### src/hdl/yra_pkg.sv
package yra_pkg;

	localparam int unsigned MAX_DIM = 4096;
	localparam int unsigned DIM_W   = 13;
	localparam int unsigned POS_W   = 12;
	localparam int unsigned IDX_W   = 24;
	localparam int unsigned SAMP_W  = 8;
	localparam int unsigned WORD_W  = 32;
	localparam int unsigned ADDR_W  = 4;
	localparam int unsigned DATA_W  = 32;
	localparam int unsigned TERM_W  = 18;

	localparam logic [DIM_W-1:0] WIDTH_RESET  = DIM_W'(640);
	localparam logic [DIM_W-1:0] HEIGHT_RESET = DIM_W'(480);

	typedef enum logic [1:0] {
		ROT_0   = 2'd0,
		ROT_90  = 2'd1,
		ROT_180 = 2'd2,
		ROT_270 = 2'd3
	} rot_t;

	typedef enum logic [1:0] {
		REG_IMAGE_WIDTH   = 2'd0,
		REG_IMAGE_HEIGHT  = 2'd1,
		REG_ROTATION_MODE = 2'd2,
		REG_FRONT_FACING  = 2'd3
	} reg_idx_t;

	// keep a written dimension within 1..MAX_DIM
	function automatic logic [DIM_W-1:0] sat_dim(input logic [DATA_W-1:0] v);
		logic [DIM_W-1:0] d;
		d = v[DIM_W-1:0];
		if (d == '0) begin
			return DIM_W'(1);
		end else if (d > DIM_W'(MAX_DIM)) begin
			return DIM_W'(MAX_DIM);
		end
		return d;
	endfunction

	// floor shift by 7 then clamp to 0..255
	function automatic logic [SAMP_W-1:0] to_channel(input logic signed [TERM_W-1:0] t);
		logic [9:0] q;
		q = t[16:7];
		if (t < 0) begin
			return '0;
		end else if (|q[9:8]) begin
			return '1;
		end
		return q[7:0];
	endfunction

endpackage

### src/hdl/yra_pixel_if.sv
interface yra_pixel_if import yra_pkg::*; ();
	logic              valid;
	logic              ready;
	logic [SAMP_W-1:0] luma;
	logic [SAMP_W-1:0] chroma_blue;
	logic [SAMP_W-1:0] chroma_red;
	logic [POS_W-1:0]  src_row;
	logic [POS_W-1:0]  src_col;

	modport source(output valid, luma, chroma_blue, chroma_red, src_row, src_col,
		input ready);
	modport sink(input valid, luma, chroma_blue, chroma_red, src_row, src_col,
		output ready);
endinterface

### src/hdl/yra_result_if.sv
interface yra_result_if import yra_pkg::*; ();
	logic              valid;
	logic              ready;
	logic [WORD_W-1:0] pixel_word;
	logic [IDX_W-1:0]  dest_index;

	modport source(output valid, pixel_word, dest_index, input ready);
	modport sink(input valid, pixel_word, dest_index, output ready);
endinterface

### src/hdl/yuv420_to_argb_rotate_fixed7.sv
// pipeline: an accepted pixel request passes the input register, then the result register
// throughput: 1 pixel per cycle while results are taken, set by one input register and one result register
// the 24x13 index multiply and the color terms sit between those two registers
// reset (arst_n low, asynchronous): pipeline empties, image 640x480, no rotation,
// no mirroring
module yuv420_to_argb_rotate_fixed7 import yra_pkg::*; (
	input  logic              clk,
	input  logic              arst_n,
	yra_pixel_if.sink         pixel,
	yra_result_if.source      result,
	input  logic              psel,
	input  logic              penable,
	input  logic              pwrite,
	input  logic [ADDR_W-1:0] paddr,
	input  logic [DATA_W-1:0] pwdata,
	output logic [DATA_W-1:0] prdata,
	output logic              pready
);

	// configuration registers
	logic [DIM_W-1:0] image_width_q;
	logic [DIM_W-1:0] image_height_q;
	rot_t             rotation_mode_q;
	logic             front_facing_q;

	reg_idx_t reg_sel;
	logic     cfg_wr;

	// stage 1: registered input request
	logic              valid_s1;
	logic [SAMP_W-1:0] luma_s1;
	logic [SAMP_W-1:0] chroma_blue_s1;
	logic [SAMP_W-1:0] chroma_red_s1;
	logic [POS_W-1:0]  src_row_s1;
	logic [POS_W-1:0]  src_col_s1;

	// stage 2: result register
	logic              valid_s2;
	logic [WORD_W-1:0] pixel_word_s2;
	logic [IDX_W-1:0]  dest_index_s2;

	logic adv_s2;
	logic take_in;

	// color datapath
	logic signed [8:0]        u_c;
	logic signed [8:0]        v_c;
	logic signed [TERM_W-1:0] y_x;
	logic signed [TERM_W-1:0] u_x;
	logic signed [TERM_W-1:0] v_x;
	logic signed [TERM_W-1:0] t_r;
	logic signed [TERM_W-1:0] t_g;
	logic signed [TERM_W-1:0] t_b;
	logic [WORD_W-1:0]        word_c;

	// index datapath, all arithmetic modulo 2^24
	logic [IDX_W-1:0]         w24;
	logic [IDX_W-1:0]         h24;
	logic [IDX_W-1:0]         r24;
	logic [IDX_W-1:0]         c24;
	logic [IDX_W-1:0]         cm;
	logic [IDX_W-1:0]         mul_a;
	logic [DIM_W-1:0]         mul_b;
	logic [IDX_W-1:0]         add_v;
	logic [IDX_W+DIM_W-1:0]   prod;
	logic [IDX_W-1:0]         index_c;

	// config port: zero wait states, writes land in the access phase
	assign pready  = 1'b1;
	assign reg_sel = reg_idx_t'(paddr[3:2]);
	assign cfg_wr  = psel && penable && pwrite;

	always_ff @(posedge clk or negedge arst_n) begin
		if (!arst_n) begin
			image_width_q   <= WIDTH_RESET;
			image_height_q  <= HEIGHT_RESET;
			rotation_mode_q <= ROT_0;
			front_facing_q  <= 1'b0;
		end else if (cfg_wr) begin
			case (reg_sel)
				REG_IMAGE_WIDTH:   image_width_q   <= sat_dim(pwdata);
				REG_IMAGE_HEIGHT:  image_height_q  <= sat_dim(pwdata);
				REG_ROTATION_MODE: rotation_mode_q <= rot_t'(pwdata[1:0]);
				REG_FRONT_FACING:  front_facing_q  <= pwdata[0];
				default: ;
			endcase
		end
	end

	always_comb begin
		case (reg_sel)
			REG_IMAGE_WIDTH:   prdata = DATA_W'(image_width_q);
			REG_IMAGE_HEIGHT:  prdata = DATA_W'(image_height_q);
			REG_ROTATION_MODE: prdata = DATA_W'(rotation_mode_q);
			REG_FRONT_FACING:  prdata = DATA_W'(front_facing_q);
			default:           prdata = '0;
		endcase
	end

	// handshake: result register moves when empty or taken, input stage
	// refills whenever it is empty or its content moves on
	assign adv_s2      = !valid_s2 || result.ready;
	assign pixel.ready = !valid_s1 || adv_s2;
	assign take_in     = pixel.valid && pixel.ready;

	always_ff @(posedge clk or negedge arst_n) begin
		if (!arst_n) begin
			valid_s1 <= 1'b0;
		end else if (pixel.ready) begin
			valid_s1 <= pixel.valid;
		end
	end

	always_ff @(posedge clk) begin
		if (take_in) begin
			luma_s1        <= pixel.luma;
			chroma_blue_s1 <= pixel.chroma_blue;
			chroma_red_s1  <= pixel.chroma_red;
			src_row_s1     <= pixel.src_row;
			src_col_s1     <= pixel.src_col;
		end
	end

	// color matrix, 7 fractional bits; every term fits 18 bits signed
	always_comb begin
		u_c = $signed({1'b0, chroma_blue_s1}) - 9'sd128;
		v_c = $signed({1'b0, chroma_red_s1}) - 9'sd128;
		y_x = $signed({{(TERM_W-SAMP_W){1'b0}}, luma_s1});
		u_x = TERM_W'(u_c);
		v_x = TERM_W'(v_c);
		t_r = (y_x <<< 7) + 18'sd179 * v_x;
		t_g = (y_x <<< 7) - 18'sd44 * u_x - 18'sd91 * v_x;
		t_b = (y_x <<< 7) + 18'sd227 * u_x;
		word_c = {8'hFF, to_channel(t_b), to_channel(t_g), to_channel(t_r)};
	end

	// destination index: mirror first, then one multiply-add per rotation
	always_comb begin
		w24 = IDX_W'(image_width_q);
		h24 = IDX_W'(image_height_q);
		r24 = IDX_W'(src_row_s1);
		c24 = IDX_W'(src_col_s1);
		cm  = front_facing_q ? (w24 - IDX_W'(1) - c24) : c24;
		case (rotation_mode_q)
			ROT_0: begin
				mul_a = cm;
				mul_b = image_height_q;
				add_v = h24 - IDX_W'(1) - r24;
			end
			ROT_90: begin
				mul_a = r24;
				mul_b = image_width_q;
				add_v = cm;
			end
			ROT_180: begin
				mul_a = w24 - IDX_W'(1) - cm;
				mul_b = image_height_q;
				add_v = r24;
			end
			ROT_270: begin
				mul_a = h24 - IDX_W'(1) - r24;
				mul_b = image_width_q;
				add_v = w24 - IDX_W'(1) - cm;
			end
			default: begin
				mul_a = '0;
				mul_b = '0;
				add_v = '0;
			end
		endcase
		prod    = mul_a * mul_b;
		index_c = prod[IDX_W-1:0] + add_v;
	end

	always_ff @(posedge clk or negedge arst_n) begin
		if (!arst_n) begin
			valid_s2 <= 1'b0;
		end else if (adv_s2) begin
			valid_s2 <= valid_s1;
		end
	end

	always_ff @(posedge clk) begin
		if (adv_s2 && valid_s1) begin
			pixel_word_s2 <= word_c;
			dest_index_s2 <= index_c;
		end
	end

	assign result.valid      = valid_s2;
	assign result.pixel_word = pixel_word_s2;
	assign result.dest_index = dest_index_s2;

endmodule

### src/flat_wrapper.sv
// flat-port wrapper written by rule: the top's interface ports become plain ports
module yuv420_to_argb_rotate_fixed7_flat import yra_pkg::*;
  (clk, arst_n, psel, penable, pwrite, paddr, pwdata, prdata, pready, pixel_valid, pixel_luma, pixel_chroma_blue, pixel_chroma_red, pixel_src_row, pixel_src_col, pixel_ready, result_valid, result_pixel_word, result_dest_index, result_ready);
  yra_pixel_if pixel_i ();
  yra_result_if result_i ();
  input  logic clk;
  input  logic arst_n;
  input  logic psel;
  input  logic penable;
  input  logic pwrite;
  input  logic [ADDR_W-1:0] paddr;
  input  logic [DATA_W-1:0] pwdata;
  output logic [DATA_W-1:0] prdata;
  output logic pready;
  input wire logic [$bits(pixel_i.valid)-1:0] pixel_valid;
  input wire logic [$bits(pixel_i.luma)-1:0] pixel_luma;
  input wire logic [$bits(pixel_i.chroma_blue)-1:0] pixel_chroma_blue;
  input wire logic [$bits(pixel_i.chroma_red)-1:0] pixel_chroma_red;
  input wire logic [$bits(pixel_i.src_row)-1:0] pixel_src_row;
  input wire logic [$bits(pixel_i.src_col)-1:0] pixel_src_col;
  output wire logic [$bits(pixel_i.ready)-1:0] pixel_ready;
  output wire logic [$bits(result_i.valid)-1:0] result_valid;
  output wire logic [$bits(result_i.pixel_word)-1:0] result_pixel_word;
  output wire logic [$bits(result_i.dest_index)-1:0] result_dest_index;
  input wire logic [$bits(result_i.ready)-1:0] result_ready;
  assign pixel_i.valid = pixel_valid;
  assign pixel_i.luma = pixel_luma;
  assign pixel_i.chroma_blue = pixel_chroma_blue;
  assign pixel_i.chroma_red = pixel_chroma_red;
  assign pixel_i.src_row = pixel_src_row;
  assign pixel_i.src_col = pixel_src_col;
  assign pixel_ready = pixel_i.ready;
  assign result_valid = result_i.valid;
  assign result_pixel_word = result_i.pixel_word;
  assign result_dest_index = result_i.dest_index;
  assign result_i.ready = result_ready;
  yuv420_to_argb_rotate_fixed7 u_core (.clk(clk), .arst_n(arst_n), .pixel(pixel_i), .result(result_i), .psel(psel), .penable(penable), .pwrite(pwrite), .paddr(paddr), .pwdata(pwdata), .prdata(prdata), .pready(pready));
endmodule
### config.mk
export PLATFORM = sky130hd
export DESIGN_NAME = yuv420_to_argb_rotate_fixed7_flat
export DESIGN_NICKNAME = d
export VERILOG_FILES = /design/src/hdl/yra_pkg.sv /design/src/hdl/yra_pixel_if.sv /design/src/hdl/yra_result_if.sv /design/src/hdl/yuv420_to_argb_rotate_fixed7.sv /design/src/flat_wrapper.sv
export SDC_FILE = /design/constraint.sdc
export NUM_CORES = 1
export LEC_CHECK = 0
export BUFFER_PORTS_ARGS = -buffer_cell sky130_fd_sc_hd__clkbuf_2
export CELL_PAD_IN_SITES_DETAIL_PLACEMENT = 1
export CELL_PAD_IN_SITES_GLOBAL_PLACEMENT = 2
export CORE_MARGIN = 3
export CORE_UTILIZATION = 43
export DETAILED_ROUTE_END_ITERATION = 7
export PLACE_DENSITY = 0.92
export SYNTH_ARGS = -nofsm -noshare
export SYNTH_HDL_FRONTEND = slang
export SYNTH_SLANG_ARGS = --single-unit
### constraint.sdc
create_clock -name clk -period 31.7 [get_ports clk]
set_input_delay 4.755 -clock clk [delete_from_list [all_inputs] [get_ports clk]]
set_output_delay 4.755 -clock clk [all_outputs]
set_load 0.02 [all_outputs]
==> flow_summary_export.csv <==
group,metric,value,unit
floorplan,die_h,231,µm
grt,grtUsageTotal,24.0,%
detailed_routing,wire_per_inst,19.5,µm
worst_setup_path,crit_arrival,12680,ps
worst_setup_path,reg2reg_slack,19250,ps
logic_synthesis,netlist_area,21700,µm²
status,status,"finished, final reports clean",
detailed_routing,route.detailed.drc,0,
final_layout,fin_area,23600,µm²
grt,first_global_vias,18500,
placement,dp_hpwl,51.7,mm
cts,hold_buffers,0,
logic_synthesis,synth_commonest_cells,"inv_1 (471), fa_1 (280), ha_1 (255), nand2_1 (244), nor2_1 (172)",
final_layout,fin_nets,3126,
hold_path,hold_depth,1,
sta,rsz0062_at_grt,"false",
cts,numCtsBuffers,17,
flow_run,maxCapViolCount,0,
floorplan,die_w,231,µm
detailed_routing,ant_nets,0,
worst_setup_path,worstRegToRegCells,40,
logic_synthesis,yosys_register_bits,127,
logic_synthesis,ys_types,89,
worst_setup_path,cp_max_fo,8,
placement,numPortBuffers,132,
floorplan,start_util,43.9,%
cts,clock_latency,490,ps
worst_setup_path,reg2reg_to,"u_core.result.dest_index[23]",
final_layout,synthToLayoutAreaGrowth,8.64,%
placement,dpl_cell_area,23000,µm²
floorplan,row_count,81,
logic_synthesis,postSynth.asyncResetShare,24.4,%
logic_synthesis,synth_flop_cell,"edfxtp_1",
sta,worst_hold_slack,506,ps
sta,fmax,80.3,MHz
cts,clock-sinks,127,
logic_synthesis,synth_top_area_cell,"fa_1",
logic_synthesis,synth_area_leaders,"fa_1 (26%), ha_1 (15%), edfxtp_1 (13%)",
logic_synthesis,postSynthAreaPerCell,9.09,µm²
worst_setup_path,cp-start-kind,"register",
grt,grt_max_degree,74,
sta,worstMarginPinSlew,1370,ps
worst_setup_path,path_class,"reg2reg",
hold_path,hold_end,"u_core.result.valid",
worst_setup_path,max_stage_delay,700,ps
cts,post_cts_resized,0,
floorplan,dieArea,53300,µm²
logic_synthesis,synth_edf_count,96,
sta,maxSlewViolCount,0,
hold_path,min-delay-path-class,"reg2reg",
detailed_routing,vias,16700,
worst_setup_path,cpMostUsedCell,"xnor2_1",
worst_setup_path,crit_required,31930,ps
grt,overflow,0,
worst_setup_path,cp_slowest_cell,"or4b_2",
sta,fin_setup_tns,0,ps
worst_setup_path,cp-end-kind,"register",
floorplan,core_area,49500,µm²
detailed_routing,dr.pass1.iters,5,
sta,final_hold_viol_count,0,
floorplan,io_pins,182,
sta,fin_skew,11.8,ps
sta,period_share,39.3,%
logic_synthesis,yosys.area.top_type_share,25.8,%
cts,cts_max_level,4,
grt,antenna_found_initial,0,
sta,finalWorstPathRequiredPeriod,12450,ps
placement,place_ws,19320,ps
logic_synthesis,yosysMostFrequentCell,"inv_1",
final_layout,antenna_cells,0,
grt,grt_pass1_wl,99.5,mm
logic_synthesis,ys_seq_area_share,16.9,%
sta,setup_ws,19250,ps
logic_synthesis,netlist_instances,2392,
sta,maxSlewHeadroom,5.87,%
worst_setup_path,r2r-start,"u_core.image_width_q[0]",
hold_path,min-delay-start,"u_core.valid_s1",
placement,gp_congestion,0.909,
cts,path_clk_slew,60,ps
detailed_routing,drt_wl_total,61.9,mm
cts,cts_buffer_depth,2,
cts,clockRootBuffer,"clkbuf_16",
sta,setup_violations,0,
detailed_routing,drtIter0Drc,887,
detailed_routing,viasPerCell,5.27,
cts,cts_tree,"built",
final_layout,drive_above_1_share,9.95,%
cts,cts_setup_buffers,0,
logic_synthesis,yosys_warnings,0,
==> critical path, delay by kind of cell (launching register included) <==
kind / cells / cell delay, ps
XOR/XNOR: 13 / 2860
AO/OA/AOI/OAI: 6 / 1700
AND/OR/NAND/NOR: 8 / 3230
buffers and inverters: 4 / 290
flip-flops: 1 / 490
adder cells (fa/ha/maj): 9 / 3630
==> logic make-up (layout without fill, tap and decap cells) <==
family                     Yosys count  in the layout  share of synthesized area (%)
and+or+nand+nor                    613            613                           13.0
buffers and inverters              566            661                           10.4
adders and majority gates          535            535                           40.5
AOI/OAI and AO/OA                  343            343                           9.99
xor gates and xnor gates           137            137                           5.81
DFF                                127            127                           16.9
muxes                               69             69                           3.39
other                                2             28                         0.0346
==> area by class of cell <==
class	instances	area (µm²)
clock buffer	19	433
multi-input combinational	1725	15900
clock inverter	13	159
tap	664	831
sequential	127	3670
inverter	474	1780
timing repair buffer	155	833
fill	5820	25800
==> worst max-delay path by stage <==
stage,from,endpoint,slack (ps),depth (start not counted)
4_1_cts,u_core.image_width_q[0],u_core.result.dest_index[23],19270,40
3_5_place_dp,u_core.image_width_q[0],u_core.result.dest_index[23],19320,40
6_report,u_core.image_width_q[0],u_core.result.dest_index[23],19250,40
2_1_floorplan,u_core.image_width_q[0],u_core.result.dest_index[23],20800,40
5_1_grt,u_core.image_width_q[0],u_core.result.dest_index[23],18500,45
3_3_place_gp,u_core.image_width_q[0],u_core.result.dest_index[23],19600,40
==> per-stage QoR <==
step | instances | util, %
after floorplan | 2418 | -
after global placement | 3145 | 46.5
after detailed placement | 3145 | 46.5
after CTS | 3177 | 47.7
after global routing | 3177 | 47.7
final | 3177 | 47.7
==> registers in the layout (all words and copies together), names as in the netlist <==
signal and cells:
u_core.chroma_blue_s1 8, u_core.chroma_red_s1 8, u_core.front_facing_q 1, u_core.image_height_q 13, u_core.image_width_q 13, u_core.luma_s1 8, u_core.result.dest_index 24, u_core.result.pixel_word 24
u_core.result.valid 1, u_core.rotation_mode_q 2, u_core.src_col_s1 12, u_core.src_row_s1 12, u_core.valid_s1 1
==> cell usage in the layout (no fill, tap or decap), drive strengths merged, types with 50 or more instances in the layout <==
cell,count
inv,476
fa,280
ha,255
nand2,244
nor2,173
clkbuf,151
a21oi,103
edfxtp,96
o21ai,87
xnor2,86
mux2i,50
==> metal layers <==
layer,track usage [%],routed length [µm],vias up
li1,-,-,7828
met1,32.1,28300,8482
met2,39.9,29000,360
met3,3.96,3080,75
met4,7.61,1550,0
met5,0,0,-
Power is left out: the tool's default activity adds up to more than one toggle a clock period on the data nets, which glitch-free logic cannot reach.
